$ cat config.mk
export PLATFORM = sky130hd
export DESIGN_NAME = modular_inverse_unit_flat
export DESIGN_NICKNAME = d
export VERILOG_FILES = /design/src/modinv_pkg.sv /design/src/modinv_in_if.sv /design/src/modinv_out_if.sv /design/src/modinv_datapath.sv /design/src/modinv_ctrl.sv /design/src/modular_inverse_unit.sv /design/src/flat_wrapper.sv
export SDC_FILE = /design/constraint.sdc
export NUM_CORES = 1
export LEC_CHECK = 0
export ABC_CLOCK_PERIOD_IN_PS = 5300
export BUFFER_PORTS_ARGS = -buffer_cell sky130_fd_sc_hd__buf_4
export CAP_MARGIN = 20
export CORE_ASPECT_RATIO = 1.5
export CORE_UTILIZATION = 55
export CTS_BUF_LIST = sky130_fd_sc_hd__clkbuf_8
export CTS_CLUSTER_SIZE = 14
export DETAILED_ROUTE_END_ITERATION = 6
export GPL_TIMING_DRIVEN = 0
export PLACE_DENSITY = 0.76
export SLEW_MARGIN = 10
export SYNTH_ARGS = -nofsm -noshare
export SYNTH_HDL_FRONTEND = slang
export SYNTH_SLANG_ARGS = --single-unit
$ cat constraint.sdc
create_clock -name clk -period 5.3 [get_ports clk]
set_clock_uncertainty 0.05 [all_clocks]
set_input_delay 1.59 -clock clk [delete_from_list [all_inputs] [get_ports clk]]
set_output_delay 1.59 -clock clk [all_outputs]
set_load 0.005 [all_outputs]
$ cat src/modinv_pkg.sv
`default_nettype none
// ----------------------------------------------------------------------------
// modinv_pkg
// Types and constants shared by the modular inverse controller and datapath.
// ----------------------------------------------------------------------------
package modinv_pkg;

  localparam int ValW    = 31;
  localparam int CoefW   = 34;
  localparam int CntW    = 5;
  localparam logic [CntW-1:0] DivLast = CntW'(ValW - 1);
  localparam logic [ValW-1:0] ModReset = 31'd1073643521;

  typedef enum logic [2:0] {
    ST_IDLE,
    ST_CHECK,
    ST_DIV,
    ST_UPDATE,
    ST_FINISH
  } state_t;

  typedef struct packed {
    logic load;
    logic div_init;
    logic div_step;
    logic update;
    logic finish;
  } cmd_t;

  typedef struct packed {
    logic r1_zero;
    logic div_last;
    logic out_blocked;
  } status_t;

endpackage

`default_nettype wire

$ cat src/modinv_in_if.sv
`default_nettype none
// ----------------------------------------------------------------------------
// modinv_in_if
// Input channel: one value per beat.
// ----------------------------------------------------------------------------
interface modinv_in_if;
  logic        valid;
  logic        ready;
  logic [30:0] value;

  modport source (output valid, output value, input ready);
  modport sink   (input valid, input value, output ready);
endinterface

`default_nettype wire

$ cat src/modinv_out_if.sv
`default_nettype none
// ----------------------------------------------------------------------------
// modinv_out_if
// Output channel: one inverse per beat.
// ----------------------------------------------------------------------------
interface modinv_out_if;
  logic        valid;
  logic        ready;
  logic [30:0] inverse;

  modport source (output valid, output inverse, input ready);
  modport sink   (input valid, input inverse, output ready);
endinterface

`default_nettype wire

$ cat src/modinv_datapath.sv
`default_nettype none
// ----------------------------------------------------------------------------
// modinv_datapath
// Remainder and coefficient registers, bit-serial divider with shift-add
// quotient times coefficient, and the output register.
// ----------------------------------------------------------------------------
module modinv_datapath
  import modinv_pkg::*;
(
  input  wire logic            clk,
  input  wire logic            rst,
  input  wire cmd_t            cmd,
  output status_t              status,
  input  wire logic [ValW-1:0] modulus,
  input  wire logic [ValW-1:0] value,
  output logic                 out_valid,
  input  wire logic            out_ready,
  output logic [ValW-1:0]      inverse
);

  logic        [ValW-1:0]  r0;
  logic        [ValW-1:0]  r1;
  logic signed [CoefW-1:0] c0;
  logic signed [CoefW-1:0] c1;
  logic        [ValW-1:0]  rem;
  logic        [ValW-1:0]  dvd;
  logic signed [CoefW-1:0] prod;
  logic        [CntW-1:0]  cnt;

  logic        [ValW:0]    shifted;
  logic                    ge;
  logic        [ValW:0]    diff;
  logic        [ValW-1:0]  rem_next;
  logic signed [CoefW-1:0] prod_next;
  logic signed [CoefW-1:0] lifted;

  assign shifted   = {rem, dvd[ValW-1]};
  assign ge        = shifted >= {1'b0, r1};
  assign diff      = shifted - {1'b0, r1};
  assign rem_next  = ge ? diff[ValW-1:0] : shifted[ValW-1:0];
  assign prod_next = (prod <<< 1) + (ge ? c1 : '0);
  assign lifted    = c0[CoefW-1] ? c0 + $signed({{(CoefW-ValW){1'b0}}, modulus}) : c0;

  assign status.r1_zero     = (r1 == '0);
  assign status.div_last    = (cnt == DivLast);
  assign status.out_blocked = out_valid && !out_ready;

  always_ff @(posedge clk) begin
    if (cmd.load) begin
      r0 <= modulus;
      r1 <= value;
      c0 <= '0;
      c1 <= CoefW'(1);
    end else if (cmd.update) begin
      r0 <= r1;
      r1 <= rem;
      c0 <= c1;
      c1 <= c0 - prod;
    end
    if (cmd.div_init) begin
      rem  <= '0;
      dvd  <= r0;
      prod <= '0;
      cnt  <= '0;
    end else if (cmd.div_step) begin
      rem  <= rem_next;
      dvd  <= {dvd[ValW-2:0], 1'b0};
      prod <= prod_next;
      cnt  <= cnt + 1'b1;
    end
    if (cmd.finish) begin
      inverse <= lifted[ValW-1:0];
    end
  end

  always_ff @(posedge clk) begin
    if (rst) begin
      out_valid <= 1'b0;
    end else if (cmd.finish) begin
      out_valid <= 1'b1;
    end else if (out_ready) begin
      out_valid <= 1'b0;
    end
  end

endmodule

`default_nettype wire

$ cat src/modinv_ctrl.sv
`default_nettype none
// ----------------------------------------------------------------------------
// modinv_ctrl
// Sequencer for the Euclid iterations: check, divide bit by bit, update.
// ----------------------------------------------------------------------------
module modinv_ctrl
  import modinv_pkg::*;
(
  input  wire logic    clk,
  input  wire logic    rst,
  input  wire logic    in_valid,
  output logic         in_ready,
  input  wire status_t status,
  output cmd_t         cmd
);

  state_t state;
  state_t state_next;

  always_ff @(posedge clk) begin
    if (rst) begin
      state <= ST_IDLE;
    end else begin
      state <= state_next;
    end
  end

  always_comb begin
    state_next = state;
    case (state)
      ST_IDLE: begin
        if (in_valid) state_next = ST_CHECK;
      end
      ST_CHECK: begin
        state_next = status.r1_zero ? ST_FINISH : ST_DIV;
      end
      ST_DIV: begin
        if (status.div_last) state_next = ST_UPDATE;
      end
      ST_UPDATE: begin
        state_next = ST_CHECK;
      end
      ST_FINISH: begin
        if (!status.out_blocked) state_next = ST_IDLE;
      end
      default: begin
        state_next = ST_IDLE;
      end
    endcase
  end

  always_comb begin
    cmd      = '0;
    in_ready = 1'b0;
    case (state)
      ST_IDLE: begin
        in_ready = 1'b1;
        cmd.load = in_valid;
      end
      ST_CHECK: begin
        cmd.div_init = !status.r1_zero;
      end
      ST_DIV: begin
        cmd.div_step = 1'b1;
      end
      ST_UPDATE: begin
        cmd.update = 1'b1;
      end
      ST_FINISH: begin
        cmd.finish = !status.out_blocked;
      end
      default: begin
        cmd = '0;
      end
    endcase
  end

endmodule

`default_nettype wire

$ cat src/modular_inverse_unit.sv
`default_nettype none
// ----------------------------------------------------------------------------
// modular_inverse_unit
// Inverse of value modulo a configured modulus by the extended Euclidean
// algorithm.
// ----------------------------------------------------------------------------
// One value is taken at a time. Each Euclid iteration runs one check, the
// bit-serial restoring divider (which also forms quotient times coefficient
// by shift-add), and one update. The number of iterations is at most about
// 45 for 31-bit operands. A zero value gives 0. The modulus is written
// through cfg_we / cfg_wdata and resets to 1073643521; the user must write
// it only while no item is in flight, and the block itself does not enforce
// this. The finished result waits in an output register so the next value
// can be accepted meanwhile.
// ----------------------------------------------------------------------------
module modular_inverse_unit
  import modinv_pkg::*;
(
  input  wire logic            clk,
  input  wire logic            rst,
  input  wire logic            cfg_we,
  input  wire logic [ValW-1:0] cfg_wdata,
  modinv_in_if.sink            in_ch,
  modinv_out_if.source         out_ch
);

  logic [ValW-1:0] modulus;
  cmd_t            cmd;
  status_t         status;

  always_ff @(posedge clk) begin
    if (rst) begin
      modulus <= ModReset;
    end else if (cfg_we) begin
      modulus <= cfg_wdata;
    end
  end

  modinv_ctrl u_ctrl (
    .clk      (clk),
    .rst      (rst),
    .in_valid (in_ch.valid),
    .in_ready (in_ch.ready),
    .status   (status),
    .cmd      (cmd)
  );

  modinv_datapath u_datapath (
    .clk       (clk),
    .rst       (rst),
    .cmd       (cmd),
    .status    (status),
    .modulus   (modulus),
    .value     (in_ch.value),
    .out_valid (out_ch.valid),
    .out_ready (out_ch.ready),
    .inverse   (out_ch.inverse)
  );

endmodule

`default_nettype wire
$ cat src/flat_wrapper.sv
// flat-port wrapper written by rule: the top's interface ports become plain ports
module modular_inverse_unit_flat import modinv_pkg::*;
  (clk, rst, cfg_we, cfg_wdata, in_ch_valid, in_ch_value, in_ch_ready, out_ch_valid, out_ch_inverse, out_ch_ready);
  modinv_in_if in_ch_i ();
  modinv_out_if out_ch_i ();
  input  wire logic clk;
  input  wire logic rst;
  input  wire logic cfg_we;
  input  wire logic [ValW-1:0] cfg_wdata;
  input wire logic [$bits(in_ch_i.valid)-1:0] in_ch_valid;
  input wire logic [$bits(in_ch_i.value)-1:0] in_ch_value;
  output wire logic [$bits(in_ch_i.ready)-1:0] in_ch_ready;
  output wire logic [$bits(out_ch_i.valid)-1:0] out_ch_valid;
  output wire logic [$bits(out_ch_i.inverse)-1:0] out_ch_inverse;
  input wire logic [$bits(out_ch_i.ready)-1:0] out_ch_ready;
  assign in_ch_i.valid = in_ch_valid;
  assign in_ch_i.value = in_ch_value;
  assign in_ch_ready = in_ch_i.ready;
  assign out_ch_valid = out_ch_i.valid;
  assign out_ch_inverse = out_ch_i.inverse;
  assign out_ch_i.ready = out_ch_ready;
  modular_inverse_unit u_core (.clk(clk), .rst(rst), .cfg_we(cfg_we), .cfg_wdata(cfg_wdata), .in_ch(in_ch_i), .out_ch(out_ch_i));
endmodule
Word-level counts from Yosys, hierarchy flattened
Index checks and enable logic that the tools add are counted.
Widths: inputs -> output; s select.
{ "op_classes": {"addsub": 5, "magnitude_cmp": 1, "n_eq_ne": 8, "n_mux": 22, "n_reduce_logical": 10} }
{ "op_table": {"columns": ["cell", "n"], "rows": [
  ["$mux 31", 8],
  ["$add 34x34->34", 1],
  ["$mux 34", 1],
  ["$sub 34x34->34", 1],
  ["$ge 32x31->1", 1],
  ["$add 31x31->31", 1],
  ["$logic_not 31->1", 1],
  ["$sub 31x31->31", 1],
  ["$pmux 3 s5", 1],
  ["$mux 3", 4],
  ["$mux 1", 8],
  ["$eq 3x2->1 const B", 2],
  ["$reduce_bool 2->1", 3],
  ["$add 5x1->5 const B", 1],
  ["$eq 5x5->1 const B", 1],
  ["$ne 2x2->1 const B", 2],
  ["$eq 3x1->1 const B", 1],
  ["$eq 3x3->1 const B", 1],
  ["$logic_not 1->1", 3],
  ["$logic_not 3->1", 1],
  ["$reduce_and 3->1", 1],
  ["$ne 2x1->1 const B", 1],
  ["$logic_and 1x1->1", 1]
]} }
{ "word_totals": {"reg_bits": 297, "elab_cells": 58} }

Logic depth before layout (Yosys ltp)
{ "logic_depth": {"word_depth": 5, "depth_mapped": 25, "depth_no_buf": 24} }

Hierarchy
Synthesis repeated with hierarchy kept, for this count alone.
{ "unflattened": {"cells_unflattened": 1916, "hier_area_um2": 18048.6} }
{ "modules_own_cells": {"columns": ["module", "n_inst", "cells_each", "area_per_inst_um2", "seq_area_each_um2"], "rows": [
  ["modinv_datapath", 1, 1795, 16698.5, 6506.2],
  ["modular_inverse_unit", 1, 101, 1162.4, 620.6],
  ["modinv_ctrl", 1, 20, 187.7, 60.1]
]} }

Worst setup path after synthesis
Ideal clock, no wire load.
{ "synth_path": {"path_kind": "register to register", "start": "reg u_core.u_datapath.r1[15]", "end": "reg u_core.u_datapath.prod[30]", "setup_time_ns": 0.150, "arrival_time_ns": 4.814, "required_time_ns": 5.100, "path_slack_ns": 0.286, "path_stages_with_launch": 25, "synth_period_minus_slack_ns": 5.014, "cell_sequence": "edfxtp_1 -> inv_1 -> ha_1 -> clkbuf_1 -> a21o_1 -> a211o_1 -> o22a_1 -> a21oi_1 -> a21oi_1 -> nor4b_1 -> nor2_1 -> clkbuf_1 -> nand2_1 -> inv_1 -> ha_1 -> a211oi_1 -> o21ai_1 -> a31oi_1 -> o21ai_1 -> a221oi_2 -> nor4_1 -> o31a_1 -> or3_1 -> o2111ai_1 -> o21ai_1"} }
{ "synth_between": {"elab_chain_len": 3, "word_cells_on_any_way": 6, "classes_between": "1 x add/sub; 1 x order compare; 2 x mux; 2 x reduce/logical"} }
{ "synth_lines": {"columns": ["item", "line_no", "source"], "rows": [
  ["from (decl)", "modinv_datapath.sv:22", "logic [ValW-1:0] r1;"],
  ["from (signal assigned)", "modinv_datapath.sv:51", "r1 <= value;"],
  ["from (signal assigned)", "modinv_datapath.sv:56", "r1 <= rem;"],
  ["$ge 32x31->1 or $logic_not 31->1 (tied branches)", "modinv_datapath.sv:38, modinv_datapath.sv:44", null],
  ["$mux 34 or $logic_not 1->1 (tied branches)", "modinv_datapath.sv:41, modinv_ctrl.sv:61", null],
  ["$add 34x34->34 or $mux 1 (tied branches)", "modinv_datapath.sv:41, modinv_ctrl.sv:55", null],
  ["to (signal assigned)", "modinv_datapath.sv:68", "prod <= prod_next;"],
  ["to (decl)", "modinv_datapath.sv:27", "logic signed [CoefW-1:0] prod;"]
]} }
Several ways; a longest one is shown, not always the timed one.
A chain may end at the register's enable or synchronous reset.

Final worst setup path
{ "layout_path": {"start": "reg u_core.u_datapath.dvd[30]", "end": "reg u_core.u_datapath.prod[33]"} }
{ "layout_between": {"elab_chain_len": 3} }
{ "layout_lines": {"columns": ["item", "line_no", "source"], "rows": [
  ["from (decl)", "modinv_datapath.sv:26", "logic [ValW-1:0] dvd;"],
  ["from (signal assigned)", "modinv_datapath.sv:62", "dvd <= r0;"],
  ["from (signal assigned)", "modinv_datapath.sv:67", "dvd <= {dvd[ValW-2:0], 1'b0};"],
  ["$ge 32x31->1", "modinv_datapath.sv:38", "assign ge = shifted >= {1'b0, r1};"],
  ["$mux 34", "modinv_datapath.sv:41", "assign prod_next = (prod <<< 1) + (ge ? c1 : '0);"],
  ["$add 34x34->34", "modinv_datapath.sv:41", null]
]} }
Every way passes these cells.

==> flow_metrics.env <==
export IMPL_cap_violations=0
export IMPL_core_area_um2=32000
export IMPL_io_buffers=97
export IMPL_arrival_ns=5.60
export IMPL_drtAntennaViolNets=0
export IMPL_die_w_um=150
export IMPL_clkSlewWorstSetupHoldPaths_ns=0.06
export IMPL_ir_worst_vdd_mv=0.303
export IMPL_synth_avg_cell_area_um2=8.48
export IMPL_synth_edff_count=124
export IMPL_fp_dieArea_um2=33400
export IMPL_hold_viol_final=0
export IMPL_drt_iter0_drc=1338
export IMPL_ff2ff_path_depth=26
export IMPL_clock_fmax_mhz=192
export IMPL_setup_ws_ns=0.0899
export IMPL_clock_root_buffer="clkbuf_8"
export IMPL_hpwlAfterDp_mm=43.7
export IMPL_start_util=0.562
export IMPL_p_leak_nw=8.84
export IMPL_gp_congestion=0.984
export IMPL_clkSinkCount=297
export IMPL_synth_compound_area_frac=0.193
export IMPL_drc=0
export IMPL_synth_async_reset_ratio=0
export IMPL_synth_warnings=0
export IMPL_multi_input_area_um2=10400
export IMPL_num_vias=16444
export IMPL_clock_latency_ns=0.62
export IMPL_placed_cell_area_um2=19200
export IMPL_path_common_cell="a21oi_2"
export IMPL_yosys_register_bits=297
export IMPL_synthSimpleGateAreaFrac=0.196
export IMPL_die_h_um=223
export IMPL_outcome="complete, no violations"
export IMPL_overflow=0
export IMPL_row_count=80
export IMPL_slew_limit_headroom=0.321
export IMPL_regArea_um2=7190
export IMPL_worstMarginPinSlew_ns=1.02
export IMPL_grt_pass1_wl_mm=86.7
export IMPL_postRouteWirelength_mm=57.5
export IMPL_cp_max_fo=10
export IMPL_drive_above_1_share=0.129
export IMPL_ys_seq_area_frac=0.400
export IMPL_synth_area_um2=18000
export IMPL_synthAdderAreaFrac=0.0935
export IMPL_holdWs_ns=0.420
export IMPL_placed_cells=2628
export IMPL_slowest_delay_ns=0.40
export IMPL_fillCellCount=2771
export IMPL_htreeDepth=2
export IMPL_n_antenna_cell=0
export IMPL_layout_nets=2487
export IMPL_worstHoldPathCells=2
export IMPL_critical_path_slowest_cell="edfxtp_1"
export IMPL_routedWlPerCell_um=21.0
export IMPL_grt_max_degree=63
export IMPL_synth_xor_area_share=0.0497
export IMPL_grt_pass1_vias=15902
export IMPL_cp_num_buf_inv=4
export IMPL_grtUsageTotal=0.343
export IMPL_setup_viol=0
export IMPL_postSynthCellCount=2120
export IMPL_ys_types=80
export IMPL_start_kind="register"
export IMPL_place_ws_ns=-1.58
export IMPL_tritoncts="yes"
export IMPL_synth_top_family_by_area="simple AND/OR/NAND/NOR gates"
export IMPL_holdBufCountCts=0
export IMPL_end_kind="register"
export IMPL_critPathRequiredTime_ns=5.69
export IMPL_cp_depth=26
export IMPL_synthMuxAreaShare=0.0264
export IMPL_power_mw=8.56
export IMPL_dr_pass1_iters=5
export IMPL_boundaryPins=100
export IMPL_via_per_inst=6.01
export IMPL_crit_type="register to register"
export IMPL_powerDensity_nw_per_um2=411
export IMPL_min_period_over_period=0.983
export IMPL_drv_slew=0
export IMPL_crit_family="compound AO/OA/AOI/OAI gates"
export IMPL_min_path_type="register to register"
export IMPL_area_growth_pct=15.7
export IMPL_fin_cells=2736
export IMPL_grt_antenna_before_repair=0
export IMPL_syn_nets=2319
export IMPL_fin_crit_ns=5.21
export IMPL_cts_buffers=47
export IMPL_postLayoutCellArea_um2=20800
export IMPL_cts_buffer_depth=3
export IMPL_synthFlopType="dfxtp_1"
[cells in the mapped netlist (all sizes together), types with 8 or more instances]
library cell	n	area share
nand2	453	0.095
a21oi	193	0.054
dfxtp	173	0.19
o21ai	133	0.037
ha	128	0.089
edfxtp	124	0.21
nor2	117	0.025
inv	101	0.021
clkbuf	80	0.017
xnor2	65	0.032
a21o	59	0.025
nand3	39	0.011
and2	38	0.013
xor2	37	0.018
nor2b	35	0.012
mux2i	26	0.014
nor3	24	0.0067
nand2b	23	0.0080
a211o	22	0.011
a211oi	22	0.0097
mux2	19	0.012
nand4	18	0.0063
o211ai	16	0.0067
o21bai	16	0.0067
o21a	14	0.0059
buf	13	0.0038
and3	12	0.0045
nor4	11	0.0038
a311oi	10	0.0049
a31oi	10	0.0035
o31ai	8	0.0033
[worst register-to-register path, delay by kind of cell, from the launching register on]
kind | cells | cell delay (ns)
AOI/OAI and AO/OA | 10 | 1.72
xor gates and xnor gates | 1 | 0.20
adders and majority gates | 4 | 1.10
buffers and inverters | 4 | 0.45
DFF | 1 | 0.40
and+or+nand+nor | 7 | 1.13
[per-layer routing]
metal	track usage	up-vias	wire [um]
met5	0	-	0
met4	0.211	0	3900
met3	0.0550	197	4600
met2	0.590	743	28000
met1	0.393	7728	21000
li1	-	7776	-
[state kept, by name, indices dropped and copies added, names as in the netlist, 31 cells and up]
name,flops
u_core.u_datapath.c1,34
u_core.u_datapath.r1,31
u_core.u_datapath.r0,31
u_core.u_datapath.rem,31
u_core.u_datapath.dvd,31
u_core.u_datapath.prod,34
u_core.modulus,31
u_core.u_datapath.inverse,31
u_core.u_datapath.c0,34
[where the power goes]
| group | switching [mW] | internal (mW) |
|---|---|---|
| clock network | 0.982 | 1.09 |
| logic | 2.05 | 1.41 |
| registers | 0.293 | 2.73 |
| total | 3.33 | 5.23 |
[per-stage QoR]
stage / TNS (ns) / util
after CTS: 0 / 0.638
after floorplan: 0 / -
after global routing: -0.00216 / 0.650
after detailed placement: -22.61 / 0.601
final: 0 / 0.650
after global placement: -40.88 / 0.600
[placed cells by master, fill, tap and decap left out, drive strengths merged, types with 16 or more instances in the layout]
cell type	instances
clkbuf	129
nor3	24
nand3	39
buf	138
dfxtp	173
nor2b	35
o211ai	16
nand2b	23
nor2	117
a21oi	193
o21ai	133
ha	128
inv	115
nand4	18
xor2	37
and2	38
a211oi	22
a21o	59
nand2	453
mux2	19
edfxtp	124
a211o	22
mux2i	26
xnor2	65
o21bai	16
[timing repair]
item	in CTS	in global routing
buffers inserted	9	15
pin swaps	18	23
gates resized for setup	43	49
setup endpoints to repair	29	12
[final cells by class]
cell class / instances / area share
Multi-Input combinational cell: 1628 / 0.501
Sequential cell: 297 / 0.345
Timing Repair Buffer: 122 / 0.0442
Clock buffer: 55 / 0.0364
Tap cell: 410 / 0.0247
Buffer: 90 / 0.0191
Inverter: 102 / 0.0185
Clock inverter: 32 / 0.0105
[cell families after synthesis]
group | after synthesis
fa+ha+maj | 132
xor+xnor | 102
compound gates | 551
mux | 45
buf+inv | 195
flops | 297
simple gates | 798
[final timing paths]
kind	start	endpoint	slack, ns
hold / removal	u_core.u_datapath.c0[32]	u_core.u_datapath.c0[32]	0.42
setup reg to reg	u_core.u_datapath.dvd[30]	u_core.u_datapath.prod[33]	0.09
setup / recovery	u_core.u_datapath.dvd[30]	u_core.u_datapath.prod[33]	0.09
hold reg to reg	u_core.u_datapath.c0[32]	u_core.u_datapath.c0[32]	0.42
Note: power is estimated with default switching activity, not from simulation.
